File: config.mk
export PLATFORM = sky130hd
export DESIGN_NAME = macroblock_exp_golomb_coder_top
export DESIGN_NICKNAME = d
export VERILOG_FILES = /design/src/design/mbeg_pkg.sv /design/src/design/mbeg_queue.sv /design/src/design/mbeg_front.sv /design/src/design/mbeg_back.sv /design/src/design/macroblock_exp_golomb_coder_top.sv
export VERILOG_INCLUDE_DIRS = /design/src /design/src/design
export SDC_FILE = /design/constraint.sdc
export NUM_CORES = 2
export LEC_CHECK = 0
export BUFFER_PORTS_ARGS = -buffer_cell sky130_fd_sc_hd__clkbuf_2
export CORE_UTILIZATION = 55
export CTS_BUF_LIST = sky130_fd_sc_hd__clkbuf_8
export DETAILED_ROUTE_END_ITERATION = 8
export MAX_ROUTING_LAYER = met4
export PLACE_DENSITY = 0.71
export SYNTH_ARGS = -nofsm -noshare
export SYNTH_HDL_FRONTEND = slang
export SYNTH_SLANG_ARGS = --single-unit
File: constraint.sdc
create_clock -name i_clk -period 8.25 [get_ports i_clk]
set_clock_uncertainty 0.15 [all_clocks]
set_input_delay 1.2375 -clock i_clk [delete_from_list [all_inputs] [get_ports i_clk]]
set_output_delay 1.2375 -clock i_clk [all_outputs]
set_load 0.02 [all_outputs]
File: src/design/assert_macros.svh
// Assertion helpers shared by the RTL.
`ifndef ASSERT_MACROS_SVH
`define ASSERT_MACROS_SVH

`ifndef ASSERT_OFF
// Same-cycle implication, checked out of reset.
`define ASSERT_IMPL(lbl, clk, rst_n, ante, cons) \
    lbl: assert property (@(posedge clk) disable iff (!(rst_n)) (ante) |-> (cons)) \
        else $error("assertion failed");
// Next-cycle implication, checked out of reset.
`define ASSERT_NEXT(lbl, clk, rst_n, ante, cons) \
    lbl: assert property (@(posedge clk) disable iff (!(rst_n)) (ante) |=> (cons)) \
        else $error("assertion failed");
`else
`define ASSERT_IMPL(lbl, clk, rst_n, ante, cons)
`define ASSERT_NEXT(lbl, clk, rst_n, ante, cons)
`endif

`endif

File: src/design/mbeg_pkg.sv
package mbeg_pkg;

    localparam int MV_W       = 11;
    localparam int COEF_W     = 12;
    localparam int VAL_W      = 13;
    localparam int WORD_W     = 26;
    localparam int LEN_W      = 5;
    localparam int MB_W       = 14;
    localparam int TOT_W      = 40;
    localparam int QP_W       = 8;
    localparam int CFG_IDX_W  = 2;
    localparam int CFG_DATA_W = 8;
    // Widest block index the job record can carry (block sizes up to 256).
    localparam int IDX_MAX_W  = 8;
    localparam int Q_DEPTH    = 4;
    localparam int Q_PTR_W    = 2;
    localparam int K_W        = 4;

    localparam logic [QP_W-1:0] RAW_BASE = 8'd128;

    localparam logic [CFG_IDX_W-1:0] CFG_MC_EN    = 2'd0;
    localparam logic [CFG_IDX_W-1:0] CFG_TR_EN    = 2'd1;
    localparam logic [CFG_IDX_W-1:0] CFG_Q_EN     = 2'd2;
    localparam logic [CFG_IDX_W-1:0] CFG_QUANT_QP = 2'd3;

    typedef enum logic [2:0] {
        JOB_START = 3'd0,
        JOB_VEC   = 3'd1,
        JOB_RAW   = 3'd2,
        JOB_BLK   = 3'd3,
        JOB_ZBLK  = 3'd4
    } t_kind;

    typedef struct packed {
        t_kind                     kind;
        logic signed [VAL_W-1:0]   val0;
        logic signed [VAL_W-1:0]   val1;
        logic                      bank;
        logic [IDX_MAX_W-1:0]      last_idx;
    } t_job;

    typedef struct packed {
        logic vld;
        logic bank;
    } t_free;

endpackage

File: src/design/mbeg_queue.sv
module mbeg_queue (
    input  logic          i_clk,
    input  logic          i_rst_n,
    input  logic          i_push,
    input  mbeg_pkg::t_job i_job,
    output logic          o_full,
    input  logic          i_pop,
    output mbeg_pkg::t_job o_head,
    output logic          o_empty
);

    mbeg_pkg::t_job                r_slot [mbeg_pkg::Q_DEPTH];
    logic [mbeg_pkg::Q_PTR_W-1:0]  r_wr_ptr;
    logic [mbeg_pkg::Q_PTR_W-1:0]  r_rd_ptr;
    logic [mbeg_pkg::Q_PTR_W:0]    r_count;

    assign o_full  = (r_count == (mbeg_pkg::Q_PTR_W+1)'(mbeg_pkg::Q_DEPTH));
    assign o_empty = (r_count == '0);
    assign o_head  = r_slot[r_rd_ptr];

    always_ff @(posedge i_clk) begin
        if (i_push) begin
            r_slot[r_wr_ptr] <= i_job;
        end
    end

    always_ff @(posedge i_clk) begin
        if (!i_rst_n) begin
            r_wr_ptr <= '0;
            r_rd_ptr <= '0;
            r_count  <= '0;
        end else begin
            if (i_push) begin
                r_wr_ptr <= r_wr_ptr + 1'b1;
            end
            if (i_pop) begin
                r_rd_ptr <= r_rd_ptr + 1'b1;
            end
            if (i_push && !i_pop) begin
                r_count <= r_count + 1'b1;
            end else if (!i_push && i_pop) begin
                r_count <= r_count - 1'b1;
            end
        end
    end

endmodule

File: src/design/mbeg_front.sv
module mbeg_front #(
    parameter int BLOCK_COEFFS = 64,
    parameter int IDX_W        = 6
) (
    input  logic                               i_clk,
    input  logic                               i_rst_n,
    input  logic                               i_cfg_we,
    input  logic [mbeg_pkg::CFG_IDX_W-1:0]     i_cfg_index,
    input  logic [mbeg_pkg::CFG_DATA_W-1:0]    i_cfg_data,
    input  logic                               i_valid,
    output logic                               o_stall,
    input  logic                               i_mode,
    input  logic                               i_inter_flag,
    input  logic signed [mbeg_pkg::MV_W-1:0]   i_mv_x,
    input  logic signed [mbeg_pkg::MV_W-1:0]   i_mv_y,
    input  logic                               i_up_present,
    input  logic signed [mbeg_pkg::MV_W-1:0]   i_up_mv_x,
    input  logic signed [mbeg_pkg::MV_W-1:0]   i_up_mv_y,
    input  logic                               i_left_present,
    input  logic signed [mbeg_pkg::MV_W-1:0]   i_left_mv_x,
    input  logic signed [mbeg_pkg::MV_W-1:0]   i_left_mv_y,
    input  logic signed [mbeg_pkg::COEF_W-1:0] i_coefficient,
    input  logic                               i_last_in_block,
    output logic                               o_push,
    output mbeg_pkg::t_job                     o_job,
    input  logic                               i_q_full,
    output logic                               o_wr_en,
    output logic [IDX_W:0]                     o_wr_addr,
    output logic signed [mbeg_pkg::COEF_W-1:0] o_wr_data,
    input  mbeg_pkg::t_free                    i_free
);

    localparam logic [IDX_W-1:0] LAST_IDX = IDX_W'(BLOCK_COEFFS - 1);

    logic                          r_mc_en,    n_mc_en;
    logic                          r_tr_en,    n_tr_en;
    logic                          r_q_en,     n_q_en;
    logic [mbeg_pkg::QP_W-1:0]     r_raw_off,  n_raw_off;
    logic                          r_div_busy, n_div_busy;
    logic [2:0]                    r_div_cnt,  n_div_cnt;
    logic [mbeg_pkg::QP_W-1:0]     r_div_d,    n_div_d;
    logic [mbeg_pkg::QP_W-1:0]     r_rem,      n_rem;
    logic [mbeg_pkg::QP_W-1:0]     r_quo,      n_quo;
    logic [mbeg_pkg::QP_W-1:0]     r_num,      n_num;
    logic                          r_mb_inter, n_mb_inter;
    logic [IDX_W-1:0]              r_fill,     n_fill;
    logic                          r_has_nz,   n_has_nz;
    logic                          r_wbank,    n_wbank;
    logic [1:0]                    r_busy,     n_busy;

    logic                          acc;
    logic                          cbp_mode;
    logic                          blk_nz;
    logic                          blk_end;
    logic [mbeg_pkg::QP_W:0]       rem_shift;
    logic [mbeg_pkg::QP_W-1:0]     off;
    logic signed [mbeg_pkg::COEF_W-1:0] sum_x, sum_y, pred_x, pred_y;

    assign o_stall = i_q_full || r_busy[r_wbank] || r_div_busy;
    assign acc     = i_valid && !o_stall;

    // Neighbor average, truncated toward zero.
    always_comb begin
        sum_x = (i_up_present ? mbeg_pkg::COEF_W'(i_up_mv_x) : '0)
              + (i_left_present ? mbeg_pkg::COEF_W'(i_left_mv_x) : '0);
        sum_y = (i_up_present ? mbeg_pkg::COEF_W'(i_up_mv_y) : '0)
              + (i_left_present ? mbeg_pkg::COEF_W'(i_left_mv_y) : '0);
        pred_x = sum_x;
        pred_y = sum_y;
        if (i_up_present && i_left_present) begin
            pred_x = $signed(sum_x + mbeg_pkg::COEF_W'(sum_x[mbeg_pkg::COEF_W-1])) >>> 1;
            pred_y = $signed(sum_y + mbeg_pkg::COEF_W'(sum_y[mbeg_pkg::COEF_W-1])) >>> 1;
        end
    end

    always_comb begin
        n_mc_en    = r_mc_en;
        n_tr_en    = r_tr_en;
        n_q_en     = r_q_en;
        n_raw_off  = r_raw_off;
        n_div_busy = r_div_busy;
        n_div_cnt  = r_div_cnt;
        n_div_d    = r_div_d;
        n_rem      = r_rem;
        n_quo      = r_quo;
        n_num      = r_num;
        n_mb_inter = r_mb_inter;
        n_fill     = r_fill;
        n_has_nz   = r_has_nz;
        n_wbank    = r_wbank;
        n_busy     = r_busy;

        cbp_mode = r_tr_en || (r_mc_en && r_mb_inter);
        blk_nz   = r_has_nz || (i_coefficient != '0);
        blk_end  = i_last_in_block || (r_fill == LAST_IDX);
        off      = r_q_en ? r_raw_off : mbeg_pkg::RAW_BASE;

        o_push        = 1'b0;
        o_job.kind    = mbeg_pkg::JOB_START;
        o_job.val0    = '0;
        o_job.val1    = '0;
        o_job.bank    = r_wbank;
        o_job.last_idx = mbeg_pkg::IDX_MAX_W'(r_fill);
        o_wr_en       = 1'b0;
        o_wr_addr     = {r_wbank, r_fill};
        o_wr_data     = i_coefficient;

        // Restoring divide of the fixed base by qp, one quotient bit a cycle.
        rem_shift = {r_rem, r_num[mbeg_pkg::QP_W-1]};
        if (r_div_busy) begin
            n_num = r_num << 1;
            if (rem_shift >= {1'b0, r_div_d}) begin
                n_rem = mbeg_pkg::QP_W'(rem_shift - {1'b0, r_div_d});
                n_quo = {r_quo[mbeg_pkg::QP_W-2:0], 1'b1};
            end else begin
                n_rem = rem_shift[mbeg_pkg::QP_W-1:0];
                n_quo = {r_quo[mbeg_pkg::QP_W-2:0], 1'b0};
            end
            n_div_cnt = r_div_cnt + 1'b1;
            if (r_div_cnt == 3'd7) begin
                n_div_busy = 1'b0;
                n_raw_off  = n_quo;
            end
        end

        if (i_cfg_we) begin
            unique case (i_cfg_index)
                mbeg_pkg::CFG_MC_EN: n_mc_en = i_cfg_data[0];
                mbeg_pkg::CFG_TR_EN: n_tr_en = i_cfg_data[0];
                mbeg_pkg::CFG_Q_EN:  n_q_en  = i_cfg_data[0];
                mbeg_pkg::CFG_QUANT_QP: begin
                    if (i_cfg_data == '0) begin
                        n_raw_off = mbeg_pkg::RAW_BASE;
                    end else begin
                        n_div_busy = 1'b1;
                        n_div_cnt  = '0;
                        n_div_d    = i_cfg_data;
                        n_rem      = '0;
                        n_quo      = '0;
                        n_num      = mbeg_pkg::RAW_BASE;
                    end
                end
                default: ;
            endcase
        end

        if (i_free.vld) begin
            n_busy[i_free.bank] = 1'b0;
        end

        if (acc) begin
            if (!i_mode) begin
                // Start of a macroblock: drop any partial block.
                n_mb_inter = i_inter_flag;
                n_fill     = '0;
                n_has_nz   = 1'b0;
                o_push     = 1'b1;
                if (i_inter_flag && r_mc_en) begin
                    o_job.kind = mbeg_pkg::JOB_VEC;
                    o_job.val0 = mbeg_pkg::VAL_W'(i_mv_x) - mbeg_pkg::VAL_W'(pred_x);
                    o_job.val1 = mbeg_pkg::VAL_W'(i_mv_y) - mbeg_pkg::VAL_W'(pred_y);
                end
            end else if (!cbp_mode) begin
                o_push     = 1'b1;
                o_job.kind = mbeg_pkg::JOB_RAW;
                o_job.val0 = mbeg_pkg::VAL_W'(i_coefficient)
                           - $signed({{(mbeg_pkg::VAL_W-mbeg_pkg::QP_W){1'b0}}, off});
            end else begin
                o_wr_en = 1'b1;
                if (blk_end) begin
                    o_push   = 1'b1;
                    n_fill   = '0;
                    n_has_nz = 1'b0;
                    if (blk_nz) begin
                        o_job.kind       = mbeg_pkg::JOB_BLK;
                        n_busy[r_wbank]  = 1'b1;
                        n_wbank          = !r_wbank;
                    end else begin
                        o_job.kind = mbeg_pkg::JOB_ZBLK;
                    end
                end else begin
                    n_fill   = r_fill + 1'b1;
                    n_has_nz = blk_nz;
                end
            end
        end
    end

    always_ff @(posedge i_clk) begin
        r_div_d <= n_div_d;
        r_rem   <= n_rem;
        r_quo   <= n_quo;
        r_num   <= n_num;
    end

    always_ff @(posedge i_clk) begin
        if (!i_rst_n) begin
            r_mc_en    <= 1'b1;
            r_tr_en    <= 1'b1;
            r_q_en     <= 1'b1;
            r_raw_off  <= mbeg_pkg::RAW_BASE;
            r_div_busy <= 1'b0;
            r_div_cnt  <= '0;
            r_mb_inter <= 1'b0;
            r_fill     <= '0;
            r_has_nz   <= 1'b0;
            r_wbank    <= 1'b0;
            r_busy     <= '0;
        end else begin
            r_mc_en    <= n_mc_en;
            r_tr_en    <= n_tr_en;
            r_q_en     <= n_q_en;
            r_raw_off  <= n_raw_off;
            r_div_busy <= n_div_busy;
            r_div_cnt  <= n_div_cnt;
            r_mb_inter <= n_mb_inter;
            r_fill     <= n_fill;
            r_has_nz   <= n_has_nz;
            r_wbank    <= n_wbank;
            r_busy     <= n_busy;
        end
    end

endmodule

File: src/design/mbeg_back.sv
module mbeg_back #(
    parameter int IDX_W = 6
) (
    input  logic                               i_clk,
    input  logic                               i_rst_n,
    input  logic                               i_wr_en,
    input  logic [IDX_W:0]                     i_wr_addr,
    input  logic signed [mbeg_pkg::COEF_W-1:0] i_wr_data,
    input  logic                               i_q_empty,
    input  mbeg_pkg::t_job                     i_head,
    output logic                               o_pop,
    output mbeg_pkg::t_free                    o_free,
    output logic                               o_valid,
    input  logic                               i_stall,
    output logic [mbeg_pkg::WORD_W-1:0]        o_code_word,
    output logic [mbeg_pkg::LEN_W-1:0]         o_code_length,
    output logic                               o_last_of_run,
    output logic [mbeg_pkg::MB_W-1:0]          o_mb_bits_used,
    output logic [mbeg_pkg::TOT_W-1:0]         o_total_bits_used
);

    typedef enum logic [2:0] {
        S_IDLE = 3'b001,
        S_READ = 3'b010,
        S_EMIT = 3'b100
    } t_state;

    localparam int MEM_DEPTH = 2 << IDX_W;

    logic signed [mbeg_pkg::COEF_W-1:0] r_mem [MEM_DEPTH];
    logic signed [mbeg_pkg::COEF_W-1:0] r_rd_data;

    t_state                          r_state,   n_state;
    mbeg_pkg::t_job                  r_job,     n_job;
    logic [IDX_W-1:0]                r_idx,     n_idx;
    logic                            r_second,  n_second;
    logic [mbeg_pkg::MB_W-1:0]       r_mb,      n_mb;
    logic [mbeg_pkg::MB_W-1:0]       r_mb_out,  n_mb_out;
    logic [mbeg_pkg::TOT_W-1:0]      r_tot,     n_tot;
    logic                            r_out_vld, n_out_vld;
    logic [mbeg_pkg::WORD_W-1:0]     r_word,    n_word;
    logic [mbeg_pkg::LEN_W-1:0]      r_len,     n_len;
    logic                            r_last,    n_last;

    logic                            out_free;
    logic                            is_blk;
    logic                            blk_end;
    logic signed [mbeg_pkg::VAL_W-1:0] g_val;
    logic [mbeg_pkg::VAL_W-1:0]      g_mag;
    logic                            g_pos;
    logic [mbeg_pkg::VAL_W:0]        g_cw;
    logic [mbeg_pkg::K_W-1:0]        g_k;
    logic [mbeg_pkg::LEN_W-1:0]      g_len;
    logic [mbeg_pkg::MB_W:0]         mb_sum;
    logic [mbeg_pkg::TOT_W:0]        tot_sum;

    assign o_valid           = r_out_vld;
    assign o_code_word       = r_word;
    assign o_code_length     = r_len;
    assign o_last_of_run     = r_last;
    assign o_mb_bits_used    = r_mb_out;
    assign o_total_bits_used = r_tot;

    // Signed order-0 exp-Golomb of the selected value.
    always_comb begin
        is_blk  = (r_job.kind == mbeg_pkg::JOB_BLK);
        blk_end = (r_idx == r_job.last_idx[IDX_W-1:0]);
        if (is_blk) begin
            g_val = mbeg_pkg::VAL_W'(r_rd_data);
        end else begin
            g_val = r_second ? r_job.val1 : r_job.val0;
        end
        g_pos = !g_val[mbeg_pkg::VAL_W-1] && (g_val != '0);
        g_mag = g_val[mbeg_pkg::VAL_W-1] ? mbeg_pkg::VAL_W'(-g_val) : mbeg_pkg::VAL_W'(g_val);
        g_cw  = {g_mag, 1'b0} - (mbeg_pkg::VAL_W+1)'(g_pos) + 1'b1;
        g_k   = '0;
        for (int i = 0; i <= mbeg_pkg::VAL_W; i++) begin
            if (g_cw[i]) begin
                g_k = mbeg_pkg::K_W'(i);
            end
        end
        g_len   = {g_k, 1'b0} + 1'b1;
        mb_sum  = {1'b0, r_mb} + (mbeg_pkg::MB_W+1)'(g_len);
        tot_sum = {1'b0, r_tot} + (mbeg_pkg::TOT_W+1)'(g_len);
    end

    always_comb begin
        n_state   = r_state;
        n_job     = r_job;
        n_idx     = r_idx;
        n_second  = r_second;
        n_mb      = r_mb;
        n_mb_out  = r_mb_out;
        n_tot     = r_tot;
        n_out_vld = r_out_vld;
        n_word    = r_word;
        n_len     = r_len;
        n_last    = r_last;
        o_pop     = 1'b0;
        o_free    = '{vld: 1'b0, bank: r_job.bank};

        out_free = !r_out_vld || !i_stall;
        if (r_out_vld && !i_stall) begin
            n_out_vld = 1'b0;
        end

        unique case (r_state)
            S_IDLE: begin
                if (!i_q_empty) begin
                    o_pop    = 1'b1;
                    n_job    = i_head;
                    n_second = 1'b0;
                    n_idx    = '0;
                    case (i_head.kind) inside
                        mbeg_pkg::JOB_START: n_mb = '0;
                        mbeg_pkg::JOB_VEC: begin
                            n_mb    = '0;
                            n_state = S_EMIT;
                        end
                        mbeg_pkg::JOB_BLK: n_state = S_READ;
                        mbeg_pkg::JOB_RAW, mbeg_pkg::JOB_ZBLK: n_state = S_EMIT;
                        default: n_state = S_IDLE;
                    endcase
                end
            end
            S_READ: n_state = S_EMIT;
            S_EMIT: begin
                if (out_free) begin
                    n_out_vld = 1'b1;
                    if (r_job.kind == mbeg_pkg::JOB_ZBLK) begin
                        // Pattern bit alone; counts stay.
                        n_word = '0;
                        n_len  = mbeg_pkg::LEN_W'(1);
                    end else begin
                        n_mb  = mb_sum[mbeg_pkg::MB_W] ? '1 : mb_sum[mbeg_pkg::MB_W-1:0];
                        n_tot = tot_sum[mbeg_pkg::TOT_W] ? '1 : tot_sum[mbeg_pkg::TOT_W-1:0];
                        n_word = mbeg_pkg::WORD_W'(g_cw);
                        n_len  = g_len;
                        // Merge the pattern bit ahead of the first codeword of a block.
                        if (is_blk && (r_idx == '0)) begin
                            n_word = mbeg_pkg::WORD_W'(g_cw)
                                   | (mbeg_pkg::WORD_W'(1) << g_len);
                            n_len  = g_len + 1'b1;
                        end
                    end
                    n_mb_out = n_mb;
                    case (r_job.kind)
                        mbeg_pkg::JOB_BLK: begin
                            n_last = blk_end;
                            if (blk_end) begin
                                o_free.vld = 1'b1;
                                n_state    = S_IDLE;
                            end else begin
                                n_idx   = r_idx + 1'b1;
                                n_state = S_READ;
                            end
                        end
                        mbeg_pkg::JOB_VEC: begin
                            n_last   = r_second;
                            n_second = 1'b1;
                            if (r_second) begin
                                n_state = S_IDLE;
                            end
                        end
                        default: begin
                            n_last  = 1'b1;
                            n_state = S_IDLE;
                        end
                    endcase
                end
            end
            default: n_state = S_IDLE;
        endcase
    end

    always_ff @(posedge i_clk) begin
        if (i_wr_en) begin
            r_mem[i_wr_addr] <= i_wr_data;
        end
        if (r_state == S_READ) begin
            r_rd_data <= r_mem[{r_job.bank, r_idx}];
        end
    end

    always_ff @(posedge i_clk) begin
        r_job    <= n_job;
        r_idx    <= n_idx;
        r_second <= n_second;
        r_word   <= n_word;
        r_len    <= n_len;
        r_last   <= n_last;
    end

    always_ff @(posedge i_clk) begin
        if (!i_rst_n) begin
            r_state   <= S_IDLE;
            r_mb      <= '0;
            r_mb_out  <= '0;
            r_tot     <= '0;
            r_out_vld <= 1'b0;
        end else begin
            r_state   <= n_state;
            r_mb      <= n_mb;
            r_mb_out  <= n_mb_out;
            r_tot     <= n_tot;
            r_out_vld <= n_out_vld;
        end
    end

endmodule

File: src/design/macroblock_exp_golomb_coder_top.sv
// channel   dir  handshake          payload
// cfg       in   i_cfg_we           i_cfg_index, i_cfg_data
// request   in   i_valid / o_stall  i_mode .. i_last_in_block
// result    out  o_valid / i_stall  o_code_word .. o_total_bits_used
//
// The front takes one request a cycle unless the job queue is full, the block
// bank it fills is still being emitted, or a quantizer divide started by a
// nonzero quant_param write is running. The back takes a job from the queue in
// its idle state, then emits a raw value or an all-zero block as one codeword
// and a vector pair as two; each buffered coefficient passes a read state, then
// an emit state, since the memory read is registered. Output stalls hold the back.
// Reset is synchronous and active low; the block memory is not cleared.
`include "assert_macros.svh"

module macroblock_exp_golomb_coder_top #(
    parameter int BLOCK_COEFFS = 64
) (
    input  logic                               i_clk,
    input  logic                               i_rst_n,
    input  logic                               i_cfg_we,
    input  logic [mbeg_pkg::CFG_IDX_W-1:0]     i_cfg_index,
    input  logic [mbeg_pkg::CFG_DATA_W-1:0]    i_cfg_data,
    input  logic                               i_valid,
    output logic                               o_stall,
    input  logic                               i_mode,
    input  logic                               i_inter_flag,
    input  logic signed [mbeg_pkg::MV_W-1:0]   i_mv_x,
    input  logic signed [mbeg_pkg::MV_W-1:0]   i_mv_y,
    input  logic                               i_up_present,
    input  logic signed [mbeg_pkg::MV_W-1:0]   i_up_mv_x,
    input  logic signed [mbeg_pkg::MV_W-1:0]   i_up_mv_y,
    input  logic                               i_left_present,
    input  logic signed [mbeg_pkg::MV_W-1:0]   i_left_mv_x,
    input  logic signed [mbeg_pkg::MV_W-1:0]   i_left_mv_y,
    input  logic signed [mbeg_pkg::COEF_W-1:0] i_coefficient,
    input  logic                               i_last_in_block,
    output logic                               o_valid,
    input  logic                               i_stall,
    output logic [mbeg_pkg::WORD_W-1:0]        o_code_word,
    output logic [mbeg_pkg::LEN_W-1:0]         o_code_length,
    output logic                               o_last_of_run,
    output logic [mbeg_pkg::MB_W-1:0]          o_mb_bits_used,
    output logic [mbeg_pkg::TOT_W-1:0]         o_total_bits_used
);

    localparam int IDX_W = $clog2(BLOCK_COEFFS);
    localparam logic [mbeg_pkg::LEN_W-1:0] MAX_LEN = mbeg_pkg::LEN_W'(mbeg_pkg::WORD_W);

    logic                               w_push;
    mbeg_pkg::t_job                     w_push_job;
    logic                               w_q_full;
    logic                               w_q_empty;
    logic                               w_pop;
    mbeg_pkg::t_job                     w_head;
    logic                               w_wr_en;
    logic [IDX_W:0]                     w_wr_addr;
    logic signed [mbeg_pkg::COEF_W-1:0] w_wr_data;
    mbeg_pkg::t_free                    w_free;

    mbeg_front #(
        .BLOCK_COEFFS (BLOCK_COEFFS),
        .IDX_W        (IDX_W)
    ) u_front (
        .i_clk           (i_clk),
        .i_rst_n         (i_rst_n),
        .i_cfg_we        (i_cfg_we),
        .i_cfg_index     (i_cfg_index),
        .i_cfg_data      (i_cfg_data),
        .i_valid         (i_valid),
        .o_stall         (o_stall),
        .i_mode          (i_mode),
        .i_inter_flag    (i_inter_flag),
        .i_mv_x          (i_mv_x),
        .i_mv_y          (i_mv_y),
        .i_up_present    (i_up_present),
        .i_up_mv_x       (i_up_mv_x),
        .i_up_mv_y       (i_up_mv_y),
        .i_left_present  (i_left_present),
        .i_left_mv_x     (i_left_mv_x),
        .i_left_mv_y     (i_left_mv_y),
        .i_coefficient   (i_coefficient),
        .i_last_in_block (i_last_in_block),
        .o_push          (w_push),
        .o_job           (w_push_job),
        .i_q_full        (w_q_full),
        .o_wr_en         (w_wr_en),
        .o_wr_addr       (w_wr_addr),
        .o_wr_data       (w_wr_data),
        .i_free          (w_free)
    );

    mbeg_queue u_queue (
        .i_clk   (i_clk),
        .i_rst_n (i_rst_n),
        .i_push  (w_push),
        .i_job   (w_push_job),
        .o_full  (w_q_full),
        .i_pop   (w_pop),
        .o_head  (w_head),
        .o_empty (w_q_empty)
    );

    mbeg_back #(
        .IDX_W (IDX_W)
    ) u_back (
        .i_clk             (i_clk),
        .i_rst_n           (i_rst_n),
        .i_wr_en           (w_wr_en),
        .i_wr_addr         (w_wr_addr),
        .i_wr_data         (w_wr_data),
        .i_q_empty         (w_q_empty),
        .i_head            (w_head),
        .o_pop             (w_pop),
        .o_free            (w_free),
        .o_valid           (o_valid),
        .i_stall           (i_stall),
        .o_code_word       (o_code_word),
        .o_code_length     (o_code_length),
        .o_last_of_run     (o_last_of_run),
        .o_mb_bits_used    (o_mb_bits_used),
        .o_total_bits_used (o_total_bits_used)
    );

    `ASSERT_IMPL(a_no_push_when_full, i_clk, i_rst_n, w_push, !w_q_full)
    `ASSERT_IMPL(a_no_pop_when_empty, i_clk, i_rst_n, w_pop, !w_q_empty)
    `ASSERT_IMPL(a_len_range, i_clk, i_rst_n, o_valid, (o_code_length != '0) && (o_code_length <= MAX_LEN))
    `ASSERT_IMPL(a_mb_le_total, i_clk, i_rst_n, o_valid, (mbeg_pkg::TOT_W'(o_mb_bits_used) <= o_total_bits_used))

endmodule

Word-level counts from Yosys, hierarchy flattened
Memories as Yosys holds them, arrays and structs flattened. A register that Yosys moved wholly into a read port is not among the register bits.
Index checks and enable logic that the tools add are counted.
- memory bits (writable): 1680
- memories: 2
- logic and storage cells: 279
- register bits: 212
- input port bits: 98
- memories (name ; words ; width ; rd ports ; clocked after Yosys merged registers in ; write ports ; line ; RTL):
    u_back.r_mem ; 128 ; 12 ; 1 ; 1 ; 1 ; mbeg_back.sv:30 ; logic signed [mbeg_pkg::COEF_W-1:0] r_mem [MEM_DEPTH];
    u_queue.r_slot ; 4 ; 36 ; 1 ; 1 ; 1 ; mbeg_queue.sv:12 ; mbeg_pkg::t_job r_slot [mbeg_pkg::Q_DEPTH];
- reductions and logical operators: 49
- mux-type cells: 131
- bitwise gates (word level): 9
- order comparisons: 5
- eq/ne operators: 26
- shift-type cells: 1
- add/subtract/negate cells: 22
- operators by type and width (cell ; number):
    $mux W8 ; 19
    $mux W14 ; 7
    $mux W12 ; 6
    $mux W13 ; 5
    $mux W3 ; 16
    $mux W4 ; 12
    $mux W6 ; 7
    $add A40 B5 Y41 ; 1
    $mux W40 ; 1
    $mux W1 ; 37
    $mux W29 ; 1
    $pmux W14 S2 ; 1
    $mux W27 ; 1
    $or A14 B26 Y26 ; 1
    $shl A1 B5 Y26 const A ; 1
    $sub A11 B12 Y13 ; 2
    $add A12 B1 Y12 ; 2
    $add A12 B12 Y12 ; 2
    $mux W2 ; 9
    $mux W16 ; 1
    $add A14 B5 Y15 ; 1
    $eq A3 B3 Y1 const B ; 5
    $add A14 B1 Y14 const B ; 1
    $reduce_and A2 Y1 ; 7
    other kinds (46) ; 97

Logic depth before layout (Yosys ltp)
- depth after elaboration: 25
- mapped depth: 33
- mapped depth without buffers: 31

Hierarchy
From an unflattened synthesis, not the netlist that was laid out.
- cells, all modules: 4269
- area, all modules: 79362.4 um^2
- modules (own cells, without submodules) (module ; area an instance (um^2) ; cells an instance ; times used):
    mbeg_back ; 67113.1 ; 3205 ; 1
    mbeg_front ; 6306.0 ; 823 ; 1
    mbeg_queue ; 5943.2 ; 241 ; 1

Worst setup path before layout
No wires, ideal clock.
- path kind: reg-to-reg
- from: register u_back.r_job[37] (netlist name)
- to: register u_back.r_tot (netlist bit u_back.o_total_bits_used[34])
- period minus slack after synthesis: 6522 ps
- data arrival time: 6301 ps
- setup time: 70 ps
- setup slack: 1728 ps
- stages on the path, launching flop included: 33
- cells stage by stage: edfxtp_1 nand3b_4 buf_2 buf_4 nand2_1 o21ai_0 ha_1 nor4b_1 a311oi_1 xor2_1 inv_1 ha_1 clkbuf_1 nor3_1 o31ai_1 a21oi_1 a311o_1 or2_1 a211oi_1 o22ai_1 nand3_1 inv_1 ha_1 nor2b_1 o21ai_0 a21boi_0 o211ai_1 nor2_1 nand3_1 nor2_1 nand3_1 xor2_1 a21oi_1
- longest elaborated chain between the ends: 22
- elaborated cells on any way between the ends: 28
- those cells by class: add/sub: 5; eq/ne: 2; mux: 16; bitwise: 1; reduce/logical: 4
- RTL lines (what ; line ; RTL):
    start: declaration ; mbeg_back.sv:34 ; mbeg_pkg::t_job r_job, n_job;
    start signal: assignment ; mbeg_back.sv:186 ; r_job <= n_job;
    $eq A3 B2 Y1 ; mbeg_back.sv:66 ; is_blk = (r_job.kind == mbeg_pkg::JOB_BLK);
    $mux W13 ; mbeg_back.sv:68 ; if (is_blk) begin
    $neg A13 Y13, or another cell as far along ; mbeg_back.sv:74 ; g_mag = g_val[mbeg_pkg::VAL_W-1] ? mbeg_pkg::VAL_W'(-g_val) : mbeg_pkg::VAL_W'(g_val);
    $mux W13 / $logic_and A1 B1 Y1 (equally long branches) ; mbeg_back.sv:74, mbeg_back.sv:73 ;
    $sub A14 B1 Y14 ; mbeg_back.sv:75 ; g_cw = {g_mag, 1'b0} - (mbeg_pkg::VAL_W+1)'(g_pos) + 1'b1;
    $add A14 B1 Y14 ; mbeg_back.sv:75 ;
    $mux W1 ; mbeg_back.sv:78 ; if (g_cw[i]) begin
    $mux W4 (12 in series) ; mbeg_back.sv:78 ;
    $add A5 B1 Y5 ; mbeg_back.sv:82 ; g_len = {g_k, 1'b0} + 1'b1;
    $add A40 B5 Y41 ; mbeg_back.sv:84 ; tot_sum = {1'b0, r_tot} + (mbeg_pkg::TOT_W+1)'(g_len);
    $mux W40 ; mbeg_back.sv:136 ; n_tot = tot_sum[mbeg_pkg::TOT_W] ? '1 : tot_sum[mbeg_pkg::TOT_W-1:0];
    end signal: assignment ; mbeg_back.sv:205 ; r_tot <= n_tot;
    end: declaration ; mbeg_back.sv:39 ; logic [mbeg_pkg::TOT_W-1:0] r_tot, n_tot;
Parallel ways exist; a longest one is shown, timed or not.
A chain may end at the register's enable or synchronous reset.

Final worst setup path
- from: register u_back.r_job[36] (netlist name)
- to: register u_back.r_tot (netlist bit u_back.o_total_bits_used[34])
The elaborated chain is that of the path after synthesis.

==> impl_metrics.toml <==
[outcome]
status = "finished clean"

[global_route]
grtUsageMet1_pct = 36.55
overflow = 0
vias_in_the_first_global_route = 40685
grt_first_pass_wirelength_mm = 266.2
global_routing_usage_on_met2_pct = 39.65
pin_count_of_the_biggest_net_entering_global_routing = 129
globalRouteTotalUtil_pct = 26.32
initial_antenna_violation_count = 9
global_route.peak_usage_layer = "met2"
global_route.usage.met3_pct = 5.356

[floorplanning]
core_mm2 = 0.1414
dieArea_mm2 = 0.1439
placement_rows = 138
die_width_um = 379.3
initial_core_util_pct = 55.36
die_span_in_y_um = 379.3
design.portCount = 186

[detailed_routing]
finalWirelength_mm = 180.2
antenna_violating_nets_post_route = 0
first_pass_iters = 7
wire_per_inst_um = 26.70
drc_errors = 0
detail_route.vias_per_cell = 6.111
routed-via-count = 41235
drt_iter0_drc = 4686

[sta]
timing.slew.headroom_pct = 16.21
hold_viol_final = 0
setup_viol_count_final = 0
max_slew.worst_pin.slew_ns = 1.257
number_of_slew_limit_violations_in_the_final_report = 0
setup_repair_after_global_routing_missed_its_margin = "no"
finalSetupTns_ns = 0
finalCriticalPeriod_ns = 7.380
max_freq_mhz = 135.5
final.period_utilization_pct = 89.45
final.hold.worst_slack_ns = 0.2774

[power]
max-vdd-ir-drop_v = 0.0005018
power_leakage_nw = 28.98
power-per-cell-area_mw_per_mm2 = 339.5

[setup_path]
critical_path.max_stage_delay_ns = 0.45
crit_path_end_kind = "flop"
crit_fanout = 12
arrival_worst_endpoint_ns = 8.08
critical_path_class = "reg -> reg"
critical_path_origin = "u_back.r_job[36]$_DFFE_PP_"
critical-path-top-delay-family = "simple AND/OR/NAND/NOR gates"
cp_num_buf_inv = 1
worstRegToRegCells = 28
timing.rr.start = "u_back.r_job[36]$_DFFE_PP_"
setup.worst_path.start_class = "flop"
required_ns = 8.95
critical_path.slowest_cell = "edfxtp_1"
register_to_register_setup_slack_ns = 0.87
timing.critical_path.depth = 28

[final_layout]
drive_above_1_share_pct = 27.25
layout_filler_cell_count = 9922
areaGrowthSynthToFinish_pct = 11.97
multi_input_comb_area_mm2 = 0.02152
final_cells = 6748
ff_latch_area_mm2 = 0.05573
num-nets-final = 4846
final_util_pct = 61.99

[synth]
synth_sequential_area_ratio_pct = 71.18
simple_logic_cell_fraction_of_the_synthesized_area_pct = 4.665
postSynthAreaPerCell_um2 = 18.74
synth.lib_cells_used.distinct = 96
synth.largest_area_cell = "edfxtp_1"
async_s_r_ff_share_synth_pct = 0
synthDominantCellAreaShare_pct = 67.85
synth_compound_area_share_pct = 3.192
synth_fa_ha_area_share_pct = 1.828
post_synth_design_cell_area_mm2 = 0.07829
synth_ff_type = "edfxtp_1"
synth.area.top_cells = "edfxtp_1 (68%), mux4_2 (16%), dfxtp_1 (3.3%)"
commonest_cells_post_synth = "edfxtp_1 (1769), mux4_2 (540), nor2_1 (287)"
post_synth_xor_area_fraction_pct = 1.390
synth_most_common_cell = "edfxtp_1"
fraction_of_synthesized_area_in_multiplexers_pct = 16.31
synthesis.instances = 4178
synth-edff-count = 1769
main_combinational_cell_family_by_area_after_synthesis = "multiplexers"
ys_seq_elements = 1899
yosys_synthesis_warning_count = 0

[placement]
final_replace_weighted_congestion = 0.8488
dp_cells = 6213
place_hpwl_mm = 109.9
portBuffers = 179

[clock_network]
post-cts-setup-buffer-count = 0
worst_setup_hold_path_clk_slew_ns = 0.06
cts_num_sinks = 1899
htreeDepth = 5
clockBufferDepth = 4
cts_buffers = 314
tritoncts = "built"
clock_insertion_delay_worst_skew_ns = 1.00
ctsRootBufferMaster = "clkbuf_8"

[job]
max_cap_violations = 0

[worst_hold_path]
worst_hold_path_type = "in -> reg"
min_delay_path_depth = 1
worstHoldStart = "i_cfg_data[4]"
## per-layer routing
metal | share of wire, % | routed length, um
met4 | 2.5 | 4458
met5 | 0 | 0
met3 | 8.0 | 14420
met2 | 48 | 86810
met1 | 41 | 74500
## cell usage in the layout, fill, tap and decap left out, types with 11 or more instances in the layout
cell      Yosys  final
mux2i_1      37     37
and3_1       25     21
mux4_2      540    540
nand3_1      56     56
nor2b_1      27     27
clkinv_2      0     26
nor2_2        1     14
xor2_1       53     53
and2_1       57     58
nor2_1      287    273
edfxtp_1   1769   1769
mux2_2       19     19
o211ai_1     13     13
nand2b_1     22     22
a31oi_1      20     20
xnor2_1      65     65
o22ai_1      14     14
nor3_1       40     39
clkbuf_8      0    335
dfxtp_1     130    128
a21o_1       29     29
buf_4         8    165
clkinv_1      1     72
nand2_1     177    176
or3_1        12     11
nand4_1      13     13
a22oi_1      11     11
o21ai_0      74     74
inv_1        86    170
clkbuf_2      0    167
ha_1        100    100
a21oi_1     141    141
## cells by family after synthesis
| logic type | count (synthesis) |
|---|---|
| flip-flops | 1899 |
| AND/OR/NAND/NOR | 769 |
| multiplexers | 598 |
| AO/OA/AOI/OAI | 395 |
| buffers and inverters | 286 |
| XOR/XNOR | 121 |
| adder cells (fa/ha/maj) | 109 |
| other | 1 |
## flip-flops by register name, summed over array words and instances, names as in the netlist, 7 cells and up, named ones only
name                      count
u_back.r_rd_data             12
u_back.o_code_word           20
u_front.r_quo                 7
u_queue.r_slot              144
u_back.r_job                 35
u_back.r_mb                  14
u_front.r_raw_off             8
u_front.r_num                 8
u_front.r_div_d               8
u_back.r_mem               1536
u_front.r_rem                 8
u_back.o_mb_bits_used        14
u_back.o_total_bits_used     40
## per-stage QoR
stage / worst slack (ns) / area, um2 / total power, mW
floorplan: 1.728 / 78310 / 19.36
global placement: 0.8880 / 82130 / 22.52
detailed placement: 0.6456 / 82130 / 22.57
CTS: 0.6247 / 87630 / 29.98
global route: 0.1457 / 87660 / 31.31
finish: 0.8702 / 87660 / 29.77
## cell type report
| type | count | area share [%] |
|---|---|---|
| flip-flops and latches | 1899 | 63.57 |
| multi-input cells | 1998 | 24.55 |
| clock buffers | 335 | 5.260 |
| well taps | 1890 | 2.698 |
| repair buffers | 338 | 2.503 |
| clock inverters | 190 | 1.021 |
| inverters | 88 | 0.3768 |
| diodes | 10 | 0.02855 |
## report_power, final
group	leakage, nW	internal, mW	switching, mW
Clock	3.15	3.87	3.53
Combinational	8.77	4.87	6.32
Sequential	17.1	11.0	0.152
## path summary, 6_finish.rpt
kind / end
worst max register to register: u_back.o_total_bits_used[34]$_SDFFE_PN0P_
worst min register to register: u_back.o_mb_bits_used[1]$_SDFFE_PN0P_
worst min-delay path: u_front.r_div_d[4]$_DFFE_PP_
worst max-delay path: u_back.o_total_bits_used[34]$_SDFFE_PN0P_
## repair_timing
| item | 4_1_cts | 5_1_grt |
|---|---|---|
| hold buffers | 0 | 0 |
| resized for setup | 0 | 3 |
| endpoints found under the setup margin | 0 | 12 |
Note: power is estimated with default switching activity, not from simulation.
